--- src/design/assert_macros.svh ---
// assertion macros shared by the rgb to hsl design files
`ifndef ASSERT_MACROS_SVH
`define ASSERT_MACROS_SVH

// property must hold at every clock edge outside reset
`define ASSERT_HOLDS(label, clk, rst_n, prop) \
  label: assert property (@(posedge clk) disable iff (!rst_n) prop) \
    else $error("assertion failed in %m");

// condition must never be seen outside reset
`define ASSERT_NEVER(label, clk, rst_n, cond) \
  `ASSERT_HOLDS(label, clk, rst_n, !(cond))

`endif

--- src/design/rgbhsl_pkg.sv ---
// shared types, constants and the divider step for the rgb to hsl converter
`default_nettype none

package rgbhsl_pkg;

  // quotient bits per divider, one bit per back-end stage
  localparam int unsigned QuotW = 7;
  // remainder width, holds 100 * 255 and 255 << (QuotW - 1) with headroom
  localparam int unsigned RemW = 17;
  // divisor width, one channel
  localparam int unsigned DivW = 8;
  // shift amount width for one divider step
  localparam int unsigned ShW = $clog2(QuotW);

  localparam int unsigned QueueDepth = 4;

  localparam int unsigned HueScale = 60;
  localparam int unsigned PctScale = 100;
  localparam int unsigned LitDiv   = 510;
  localparam int unsigned FullCh   = 255;

  // lightness reciprocal of 5.1 scaled by 2^15, exact floor for max plus min up to 510
  localparam int unsigned LitRecip = 6426;
  localparam int unsigned LitShift = 15;

  localparam logic [8:0] HueBaseRed   = 9'd0;
  localparam logic [8:0] HueBaseGreen = 9'd120;
  localparam logic [8:0] HueBaseBlue  = 9'd240;
  localparam logic [8:0] HueBaseWrap  = 9'd360;

  typedef struct packed {
    logic [7:0] red;
    logic [7:0] green;
    logic [7:0] blue;
  } pixel_t;

  typedef struct packed {
    logic [8:0] hue;
    logic [6:0] saturation;
    logic [6:0] lightness;
  } hsl_t;

  // classified pixel handed from the front end to the back end
  typedef struct packed {
    logic [RemW-1:0] hue_num;
    logic [RemW-1:0] sat_num;
    logic [6:0]      lightness;
    logic [7:0]      hue_div;
    logic [7:0]      sat_div;
    logic [8:0]      hue_base;
    logic            hue_neg;
    logic            grey;
  } job_t;

  // one divider pipeline stage
  typedef struct packed {
    logic [RemW-1:0]  hue_rem;
    logic [RemW-1:0]  sat_rem;
    logic [QuotW-1:0] hue_quo;
    logic [QuotW-1:0] sat_quo;
    logic [6:0]       lightness;
    logic [7:0]       hue_div;
    logic [7:0]       sat_div;
    logic [8:0]       hue_base;
    logic             hue_neg;
    logic             grey;
  } stage_t;

  // restoring division step: {quotient bit, new remainder}
  function automatic logic [RemW:0] div_step(logic [RemW-1:0] rem,
                                             logic [DivW-1:0] dv,
                                             logic [ShW-1:0] sh);
    logic [RemW-1:0] shifted;
    logic [RemW:0]   res;
    shifted = RemW'(dv) << sh;
    if (rem >= shifted) begin
      res = {1'b1, rem - shifted};
    end else begin
      res = {1'b0, rem};
    end
    return res;
  endfunction

endpackage

`default_nettype wire

--- src/design/rgbhsl_front.sv ---
// front end: max, min, chroma, hue sector, lightness and divider operands
`default_nettype none

module rgbhsl_front (
  input  wire rgbhsl_pkg::pixel_t pix_i,
  output rgbhsl_pkg::job_t        job_o
);

  logic [7:0]  mx, mn, chroma, diff;
  logic [8:0]  sum;
  logic [7:0]  sat_den;
  logic [8:0]  hue_base;
  logic        hue_neg;
  logic [21:0] lit_prod;

  // extremes, chroma and sum
  always_comb begin
    mx = pix_i.red;
    mn = pix_i.red;
    if (pix_i.green > mx) mx = pix_i.green;
    if (pix_i.blue > mx)  mx = pix_i.blue;
    if (pix_i.green < mn) mn = pix_i.green;
    if (pix_i.blue < mn)  mn = pix_i.blue;
    chroma = mx - mn;
    sum    = {1'b0, mx} + {1'b0, mn};
  end

  // saturation denominator folds around mid grey
  always_comb begin
    if (sum <= 9'(rgbhsl_pkg::FullCh)) begin
      sat_den = sum[7:0];
    end else begin
      sat_den = 8'(10'(rgbhsl_pkg::LitDiv) - {1'b0, sum});
    end
  end

  // hue sector, red wins ties over green, green over blue
  always_comb begin
    hue_base = rgbhsl_pkg::HueBaseRed;
    hue_neg  = 1'b0;
    diff     = 8'd0;
    priority if (mx == pix_i.red) begin
      if (pix_i.green >= pix_i.blue) begin
        diff = pix_i.green - pix_i.blue;
      end else begin
        diff     = pix_i.blue - pix_i.green;
        hue_neg  = 1'b1;
        hue_base = rgbhsl_pkg::HueBaseWrap;
      end
    end else if (mx == pix_i.green) begin
      hue_base = rgbhsl_pkg::HueBaseGreen;
      if (pix_i.blue >= pix_i.red) begin
        diff = pix_i.blue - pix_i.red;
      end else begin
        diff    = pix_i.red - pix_i.blue;
        hue_neg = 1'b1;
      end
    end else begin
      hue_base = rgbhsl_pkg::HueBaseBlue;
      if (pix_i.red >= pix_i.green) begin
        diff = pix_i.red - pix_i.green;
      end else begin
        diff    = pix_i.green - pix_i.red;
        hue_neg = 1'b1;
      end
    end
  end

  // scaled numerators, divisors and lightness by reciprocal multiply
  always_comb begin
    lit_prod        = 22'(sum) * 22'(rgbhsl_pkg::LitRecip);
    job_o.hue_num   = rgbhsl_pkg::RemW'(diff) * rgbhsl_pkg::RemW'(rgbhsl_pkg::HueScale);
    job_o.sat_num   = rgbhsl_pkg::RemW'(chroma) * rgbhsl_pkg::RemW'(rgbhsl_pkg::PctScale);
    job_o.lightness = 7'(lit_prod >> rgbhsl_pkg::LitShift);
    job_o.hue_div   = chroma;
    job_o.sat_div   = sat_den;
    job_o.hue_base  = hue_base;
    job_o.hue_neg   = hue_neg;
    job_o.grey      = (chroma == 8'd0);
  end

endmodule

`default_nettype wire

--- src/design/rgbhsl_queue.sv ---
// small fifo between the front end and the back end
`default_nettype none

`include "assert_macros.svh"

module rgbhsl_queue #(
  parameter int unsigned Depth = rgbhsl_pkg::QueueDepth
) (
  input  wire                   clk_i,
  input  wire                   rst_ni,
  input  wire                   push_valid_i,
  output logic                  push_ready_o,
  input  wire rgbhsl_pkg::job_t push_data_i,
  output logic                  pop_valid_o,
  input  wire                   pop_ready_i,
  output rgbhsl_pkg::job_t      pop_data_o
);

  localparam int unsigned PtrW = (Depth > 1) ? $clog2(Depth) : 1;
  localparam int unsigned CntW = $clog2(Depth + 1);

  rgbhsl_pkg::job_t mem_q [Depth];
  logic [PtrW-1:0]  wr_ptr_q, wr_ptr_d, rd_ptr_q, rd_ptr_d;
  logic [CntW-1:0]  count_q, count_d;
  logic             push, pop;

  assign push_ready_o = (count_q != CntW'(Depth));
  assign pop_valid_o  = (count_q != '0);
  assign push         = push_valid_i && push_ready_o;
  assign pop          = pop_valid_o && pop_ready_i;
  assign pop_data_o   = mem_q[rd_ptr_q];

  // pointer and fill count update
  always_comb begin
    wr_ptr_d = wr_ptr_q;
    rd_ptr_d = rd_ptr_q;
    count_d  = count_q;
    if (push) begin
      wr_ptr_d = (wr_ptr_q == PtrW'(Depth - 1)) ? '0 : wr_ptr_q + 1'b1;
    end
    if (pop) begin
      rd_ptr_d = (rd_ptr_q == PtrW'(Depth - 1)) ? '0 : rd_ptr_q + 1'b1;
    end
    if (push && !pop) begin
      count_d = count_q + 1'b1;
    end else if (pop && !push) begin
      count_d = count_q - 1'b1;
    end
  end

  always_ff @(posedge clk_i or negedge rst_ni) begin
    if (!rst_ni) begin
      wr_ptr_q <= '0;
      rd_ptr_q <= '0;
      count_q  <= '0;
    end else begin
      wr_ptr_q <= wr_ptr_d;
      rd_ptr_q <= rd_ptr_d;
      count_q  <= count_d;
    end
  end

  // entry storage
  always_ff @(posedge clk_i) begin
    if (push) begin
      mem_q[wr_ptr_q] <= push_data_i;
    end
  end

  `ASSERT_HOLDS(count_in_range_a, clk_i, rst_ni, count_q <= CntW'(Depth))
  `ASSERT_HOLDS(count_tracks_push_a, clk_i, rst_ni, (push && !pop) |=> (count_q == $past(count_q) + 1'b1))

endmodule

`default_nettype wire

--- src/design/rgbhsl_back.sv ---
// back end: two lockstep restoring dividers, hue fixup and output register
`default_nettype none

`include "assert_macros.svh"

module rgbhsl_back (
  input  wire                   clk_i,
  input  wire                   rst_ni,
  input  wire                   job_valid_i,
  output logic                  job_ready_o,
  input  wire rgbhsl_pkg::job_t job_i,
  output logic                  out_valid_o,
  input  wire                   out_ready_i,
  output rgbhsl_pkg::hsl_t      out_data_o
);

  localparam int unsigned QW = rgbhsl_pkg::QuotW;

  rgbhsl_pkg::stage_t st_src [QW];
  rgbhsl_pkg::stage_t st_d   [QW];
  rgbhsl_pkg::stage_t st_q   [QW];
  logic [QW-1:0]      st_v_q, st_v_d;
  rgbhsl_pkg::stage_t last;
  rgbhsl_pkg::hsl_t   out_q, out_d;
  logic               out_valid_q, out_valid_d;
  logic               adv;
  logic               rem_nz;
  logic               out_in_range;

  // whole pipeline moves when the output register can take a result
  assign adv         = !out_valid_q || out_ready_i;
  assign job_ready_o = adv;

  // one quotient bit per stage, most significant bit first
  for (genvar k = 0; k < QW; k++) begin : g_stage
    if (k == 0) begin : g_first
      always_comb begin
        st_src[k]           = '0;
        st_src[k].hue_rem   = job_i.hue_num;
        st_src[k].sat_rem   = job_i.sat_num;
        st_src[k].lightness = job_i.lightness;
        st_src[k].hue_div   = job_i.hue_div;
        st_src[k].sat_div   = job_i.sat_div;
        st_src[k].hue_base  = job_i.hue_base;
        st_src[k].hue_neg   = job_i.hue_neg;
        st_src[k].grey      = job_i.grey;
      end
      assign st_v_d[k] = job_valid_i;
    end else begin : g_next
      assign st_src[k] = st_q[k-1];
      assign st_v_d[k] = st_v_q[k-1];
    end

    always_comb begin
      logic [rgbhsl_pkg::RemW:0] hs, ss;
      hs = rgbhsl_pkg::div_step(st_src[k].hue_rem, rgbhsl_pkg::DivW'(st_src[k].hue_div),
                                rgbhsl_pkg::ShW'(QW - 1 - k));
      ss = rgbhsl_pkg::div_step(st_src[k].sat_rem, rgbhsl_pkg::DivW'(st_src[k].sat_div),
                                rgbhsl_pkg::ShW'(QW - 1 - k));
      st_d[k]                  = st_src[k];
      st_d[k].hue_rem          = hs[rgbhsl_pkg::RemW-1:0];
      st_d[k].sat_rem          = ss[rgbhsl_pkg::RemW-1:0];
      st_d[k].hue_quo[QW-1-k]  = hs[rgbhsl_pkg::RemW];
      st_d[k].sat_quo[QW-1-k]  = ss[rgbhsl_pkg::RemW];
    end

    // stage payload, no reset needed
    always_ff @(posedge clk_i) begin
      if (adv) begin
        st_q[k] <= st_d[k];
      end
    end
  end

  // stage valid bits
  always_ff @(posedge clk_i or negedge rst_ni) begin
    if (!rst_ni) begin
      st_v_q <= '0;
    end else if (adv) begin
      st_v_q <= st_v_d;
    end
  end

  // hue from sector base, negative side rounds the quotient up; grey pixels get zero hue and saturation
  assign last   = st_q[QW-1];
  assign rem_nz = (last.hue_rem != '0);

  always_comb begin
    out_d = '0;
    if (last.grey) begin
      out_d.hue        = 9'd0;
      out_d.saturation = 7'd0;
    end else begin
      if (last.hue_neg) begin
        out_d.hue = last.hue_base - 9'(last.hue_quo) - 9'(rem_nz);
      end else begin
        out_d.hue = last.hue_base + 9'(last.hue_quo);
      end
      out_d.saturation = last.sat_quo;
    end
    out_d.lightness = last.lightness;
  end

  // output register
  assign out_valid_d = adv ? st_v_q[QW-1] : out_valid_q;

  always_ff @(posedge clk_i or negedge rst_ni) begin
    if (!rst_ni) begin
      out_valid_q <= 1'b0;
    end else begin
      out_valid_q <= out_valid_d;
    end
  end

  always_ff @(posedge clk_i) begin
    if (adv) begin
      out_q <= out_d;
    end
  end

  assign out_valid_o = out_valid_q;
  assign out_data_o  = out_q;

  // result fields stay within their ranges
  assign out_in_range = (out_q.hue < 9'd360) && (out_q.saturation <= 7'd100) &&
                        (out_q.lightness <= 7'd100);

  `ASSERT_HOLDS(result_in_range_a, clk_i, rst_ni, out_valid_q |-> out_in_range)
  `ASSERT_HOLDS(stall_holds_pipe_a, clk_i, rst_ni, !adv |=> $stable(st_v_q))

endmodule

`default_nettype wire

--- src/design/rgb_to_hsl_convert_top.sv ---
// top level of the rgb to hsl pixel converter
//
//   channel   direction  handshake                 payload
//   in        input      in_valid_i / in_ready_o   in_data_i  (red, green, blue)
//   out       output     out_valid_o / out_ready_i out_data_o (hue, saturation, lightness)
//
// one pixel per clock sustained while the output is not stalled
// a pixel passes through the queue, seven divider stages (one quotient bit each) and the output register
// reset clears the queue pointers and count, the stage valid bits and the output valid
// an output stall freezes the divider pipeline; the queue keeps taking pixels until full
`default_nettype none

module rgb_to_hsl_convert_top #(
  parameter int unsigned QueueDepth = rgbhsl_pkg::QueueDepth
) (
  input  wire                     clk_i,
  input  wire                     rst_ni,
  input  wire                     in_valid_i,
  output logic                    in_ready_o,
  input  wire rgbhsl_pkg::pixel_t in_data_i,
  output logic                    out_valid_o,
  input  wire                     out_ready_i,
  output rgbhsl_pkg::hsl_t        out_data_o
);

  rgbhsl_pkg::job_t front_job, queue_job;
  logic             queue_valid, back_ready;

  // classify the incoming pixel
  rgbhsl_front u_front (
    .pix_i (in_data_i),
    .job_o (front_job)
  );

  // decouple front and back
  rgbhsl_queue #(
    .Depth (QueueDepth)
  ) u_queue (
    .clk_i        (clk_i),
    .rst_ni       (rst_ni),
    .push_valid_i (in_valid_i),
    .push_ready_o (in_ready_o),
    .push_data_i  (front_job),
    .pop_valid_o  (queue_valid),
    .pop_ready_i  (back_ready),
    .pop_data_o   (queue_job)
  );

  // divide and finish
  rgbhsl_back u_back (
    .clk_i       (clk_i),
    .rst_ni      (rst_ni),
    .job_valid_i (queue_valid),
    .job_ready_o (back_ready),
    .job_i       (queue_job),
    .out_valid_o (out_valid_o),
    .out_ready_i (out_ready_i),
    .out_data_o  (out_data_o)
  );

endmodule

`default_nettype wire
--- config.mk ---
export PLATFORM = sky130hd
export DESIGN_NAME = rgb_to_hsl_convert_top
export DESIGN_NICKNAME = d
export VERILOG_FILES = /design/src/design/rgbhsl_pkg.sv /design/src/design/rgbhsl_front.sv /design/src/design/rgbhsl_queue.sv /design/src/design/rgbhsl_back.sv /design/src/design/rgb_to_hsl_convert_top.sv
export VERILOG_INCLUDE_DIRS = /design/src /design/src/design
export SDC_FILE = /design/constraint.sdc
export NUM_CORES = 1
export LEC_CHECK = 0
export ABC_AREA = 1
export BUFFER_PORTS_ARGS = -buffer_cell sky130_fd_sc_hd__buf_2
export CELL_PAD_IN_SITES_DETAIL_PLACEMENT = 0
export CELL_PAD_IN_SITES_GLOBAL_PLACEMENT = 1
export CORE_MARGIN = 1.5
export CORE_UTILIZATION = 25
export DETAILED_ROUTE_END_ITERATION = 6
export GPL_ROUTABILITY_DRIVEN = 0
export PLACE_DENSITY = 0.51
export RECOVER_POWER = 100
export SYNTH_ARGS = -nofsm -noshare
export SYNTH_HDL_FRONTEND = slang
export SYNTH_HIERARCHICAL = 1
export SYNTH_SLANG_ARGS = --single-unit
--- constraint.sdc ---
create_clock -name clk_i -period 35.1 [get_ports clk_i]
set_input_delay 3.51 -clock clk_i [delete_from_list [all_inputs] [get_ports clk_i]]
set_output_delay 3.51 -clock clk_i [all_outputs]
set_load 0.005 [all_outputs]
* Yosys cells after proc, flatten, opt, wreduce, memory -nomap -nowiden
Memory sizes are Yosys's and may differ from the RTL's.
Index checks and enable logic that the tools add are counted.
** Storage, ports and cells
- Register bits after elaboration :: 38
- Bits in writable memories :: 810
- Bits of input ports :: 28
- Output and inout bits :: 25
- Logic and storage cells :: 123
- Memories :: 2
** Operators by class
- Add/sub/neg operators :: 30
- Multipliers :: 3
- Order comparisons :: 22
- Eq/ne operators :: 5
- Mux-type cells :: 41
- Reduce and logical (&&, ||, !) cells :: 12
** Memory list
- u_back.st_q :: words 7, width 82, read ports 7, clocked after memory_dff 0, wr ports 7, line rgbhsl_back.sv:21 : rgbhsl_pkg::stage_t st_q [QW];
- u_queue.mem_q :: words 4, width 59, read ports 1, clocked after memory_dff 0, wr ports 1, line rgbhsl_queue.sv:22 : rgbhsl_pkg::job_t mem_q [Depth];
** Operator list (number)
- $mux 18 :: 14
- $mux 8 :: 11
- $sub 8x8->8 :: 7
- $ge 17x10->1 :: 2
- $ge 17x11->1 :: 2
- $ge 17x12->1 :: 2
- $ge 17x13->1 :: 2
- $ge 17x14->1 :: 2
- $ge 17x8->1 :: 2
- $ge 17x9->1 :: 2
- $sub 17x10->17 :: 2
- $sub 17x11->17 :: 2
- $sub 17x12->17 :: 2
- $sub 17x13->17 :: 2
- $sub 17x14->17 :: 2
- $sub 17x8->17 :: 2
- $sub 17x9->17 :: 2
- $mux 9 :: 3
- $ge 8x8->1 :: 3
- $mul 9x12->21 const B :: 1
- $reduce_bool 17->1 :: 1
- $eq 8x8->1 :: 2
- $gt 8x8->1 :: 2
- $lt 8x8->1 :: 2
- other kinds (22) :: 39

* Longest topological paths before layout
- Depth after elaboration :: 8
- Gate-level depth with buffers :: 53
- Gate-level depth less buffers :: 50

* Modules after synthesis
Netlist, hierarchy kept.
** By module, submodules not included
- rgbhsl_back :: times used 1, cells each 2893, area each 27616.5 µm²
- rgbhsl_queue :: times used 1, cells each 852, area each 11165.7 µm²
- rgbhsl_front :: times used 1, cells each 1147, area each 7719.9 µm²

* Least setup slack after synthesis
OpenSTA, ideal clock, no wires.
- Path type :: input port to flip-flop
- From :: input out_ready_i
- To :: register u_queue.count_q[1]
- Setup time :: 0.126 ns
- Arrival time :: 20.676 ns
- Path slack :: 14.298 ns
- Cell stages on the path :: 9
- Buffers on the path :: 1
- Cells stage by stage :: inv_1 -> nand2_1 -> clkbuf_1 -> nand2_1 -> ha_1 -> inv_1 -> fa_1 -> nand2_1 -> o21ai_0
** On the way
- Word-level cells in the longest chain between the ends :: 5
- Elaborated cells on any way between the ends :: 7
- Those cells by class :: mux: 1; reduce/logical: 6
** Ends and longest elaborated chain
- start, declared :: line rgb_to_hsl_convert_top.sv:22 : input wire out_ready_i,
- $logic_or 1x1->1 :: line rgbhsl_back.sv:31 : assign adv = !out_valid_q || out_ready_i;
- via back_ready :: line rgb_to_hsl_convert_top.sv:27 : logic queue_valid, back_ready;
- $logic_and 1x1->1 :: line rgbhsl_queue.sv:30 : assign pop = pop_valid_o && pop_ready_i;
- $logic_not 1->1 :: line rgbhsl_queue.sv:44 : if (push && !pop) begin
- $logic_and 1x1->1 :: line rgbhsl_queue.sv:44
- $mux 3 :: line rgbhsl_queue.sv:44
- via u_queue.count_d[1] :: line rgbhsl_queue.sv:24 : logic [CntW-1:0] count_q, count_d;
- end signal, assigned :: line rgbhsl_queue.sv:59 : count_q <= count_d;
- end, declared :: line rgbhsl_queue.sv:24
The timed path passes the listed nets, and every way through them passes these cells.
A chain may end at the register's enable or synchronous reset.

==> summary.md <==
| Metric | Value |
|---|---|
| Via density | `4.15` |
| Core area | `185000 um^2` |
| Max-cap violations | `18` |
| Largest family of logic cells by synthesized area | `simple AND/OR/NAND/NOR gates` |
| Synth Area in Adders | `0.109` |
| Layout cells sized above 1 | `0.0511` |
| Hpwl dp | `82400 um` |
| Vias in the first global route | `31500` |
| Worst path required time | `35.26 ns` |
| # DRC | `2` |
| Violated checks | `DRC, capacitance limit, slew limit` |
| Commonest non-fill, non-tap cell in the layout | `nand2_1` |
| Simple-Gate Fraction of Synth Area | `0.197` |
| Buffer and inverter count on the worst path | `6` |
| Initial Util | `0.251` |
| Mux cell area share after synthesis | `0.000646` |
| Leading cell types in the layout, fill and taps excluded | `nand2_1, inv_1, edfxtp_1` |
| Worst-Margin Slew | `between 8 and 9 ns` |
| Tmin final | `16.44 ns` |
| Fin nets | `roughly 5400` |
| Arr. time, crit path | `~17 ns` |
| Run status | `finished, violations left` |
| Port buffer count | `52` |
| Row count | `between 150 and 200` |
| First-pass GRT wire length | `approximately 170000 um` |
| 1st-iter DRT viols | `roughly 1500` |
| DRT Pass-1 Iters | `7` |
| Synth-to-Final Area Change | `11.8%` |
| Skew final | `~0.056 ns` |
| Synth Cell Area | `46500 um^2` |
| Post-CTS setup buffers | `0` |
| CP Capture Type | `register` |
| Die area | `189000 um^2` |
| Post-layout util | `0.281` |
| Max H-tree Level | `3` |
| Initial antenna violation count | `2` |
| Max Fanout on Critical Path | `87` |
| Slowest CP cell | `clkbuf_1` |
| Post-Route WL | `111000 um` |
| CP startpoint kind | `primary input` |
| Antenna-violating nets left | `0` |
| Hold Fails Final Rpt | `0` |
| Post-synth EDFFs | `794` |
| Clock buffer depth | `3` |
| Syn_area_per_cell | `9.51 um^2` |
| Kind of critical path | `in2reg` |
| Gr ovfl total | `0` |
| Hold Path Class | `reg2reg` |
| Post-synthesis cell type count | `66` |
| Crit-path max cell delay | `between 3 and 4 ns` |
| Fmax | `about 61 MHz` |
| Avg WL per Cell | `about 15 um` |
| Largest net degree at the start of global routing | `203` |
| Clock root buffer | `clkbuf_16` |
| Most used cell, CP | `clkbuf_1` |
| Post_cts resized | `0` |
| Hold_buf cts | `0` |
| RSZ-0062 raised after global routing | `false` |
| Compound-gate portion of the synthesized area | `0.0643` |
| Ports | `53` |
| XOR/XNOR share of the synthesized area | `0.0262` |
| Tot GR Track Use | `0.118` |
| Endpoints failing setup | `0` |
| Total CTS buffers | `91` |
| Final Max Slew Viols | `~1100` |
| Synth Register Bits | `809` |
| Prevailing post-synth register cell | `edfxtp_1` |
| Design area | `52000 um^2` |
| Mapped Cells | `roughly 4900` |
| Area after DPL | `49400 um^2` |
| Die Ht | `434 um` |
| Final Cycle Share | `0.468` |
| Register area share after synthesis | `0.521` |
| Cell Chain, Critical Path | `buf_2 -> inv_1 -> nand2_1 -> clkbuf_1 -> clkbuf_1 -> clkbuf_1 -> clkbuf_1` |
| Delay-heaviest family, CP | `buffers and inverters` |
| Post-synth ARST share | `0.0185` |
| Yosys warns | `6` |
| Via count | `31200` |
| Rel. slew slack | `-4.38` |
| Die W | `434 um` |
| CTS Sinks | `809` |
| Clk slew on worst S/H paths | `0.06 ns` |
| CTS tree | `built` |
| Fin Setup TNS | `0 ns` |
| Clock Latency Late Sink | `0.72 ns` |
==> synth_stat cells (54+ instances only) <==
cell,number,area (um^2)
nand4_1,54,338
ha_1,316,3950
nand3_1,280,1400
edfxtp_1,794,23800
nand2_1,1360,5100
nor2_1,300,1130
fa_1,55,1100
inv_1,817,3070
a21oi_1,174,871
o21ai_0,88,440
o211ai_1,141,1060
xor2_1,99,867
==> routing by layer <==
metal  vias to the layer above  part of all wire  GRT usage  routed length (um)
met2                       359              0.49      0.209               54100
met4                         2             0.022     0.0370                2460
met5                         -           0.00012          0                  13
li1                      16200                 -          -                   -
met3                       134             0.028     0.0159                3050
met1                     14500              0.46      0.146               50900
==> per-stage QoR <==
step	instances	setup WS, ns	hold WS [ns]
final	7513	18.66	0.392
after global routing	7513	16.65	0.387
after CTS	7512	23.52	0.376
after detailed placement	7346	22.81	0.405
after global placement	7346	22.96	0.400
after floorplan	4903	14.30	0.400
==> kinds of logic (layout without fill, tap and decap cells) <==
logic type / Yosys count / count (layout)
fa+ha+maj: 371 / 371
simple gates: 2150 / 2150
mux: 3 / 3
xor+xnor: 138 / 138
flops: 809 / 809
other cells: 1 / 13
compound gates: 483 / 483
buf+inv: 937 / 1066
==> worst paths after layout <==
path                                    startpoint                  end  slack [ns]  cells after the start
worst max-delay path                   out_ready_i   u_back/st_q[5][51]       18.66                      7
worst min register to register   u_back/st_q[2][0]    u_back/st_q[3][0]        0.39                      0
max in group asynchronous                   rst_ni  u_queue/rd_ptr_q[1]       31.63                      1
worst max register to register  u_back/out_valid_o   u_back/st_q[5][51]       21.18                      5
min in group asynchronous                   rst_ni   u_back/out_valid_o        2.88                      1
worst min-delay path             u_back/st_q[2][0]    u_back/st_q[3][0]        0.39                      0
==> state kept, by name (all words and copies together), names as in the netlist <==
register	cells
u_queue/wr_ptr_q	2
u_queue/mem_q	272
u_queue/rd_ptr_q	2
u_queue/count_q	3
u_back/out_valid_o	1
u_back/st_v_q	7
u_back/out_data_o	23
u_back/st_q	499
==> layout make-up <==
type                            instances  area, um^2
Sequential cell                       809       24200
Multi-Input combinational cell       3157       18300
Clock inverter                         64         597
Antenna cell                            1        2.50
Tap cell                             2480        3100
Inverter                              828        3110
Clock buffer                          102        2320
Timing Repair Buffer                   72         327
Fill cell                           19800      133000
Power is not shown: default switching activity piles up to over one toggle a cycle in this logic, so the estimate is an artifact.
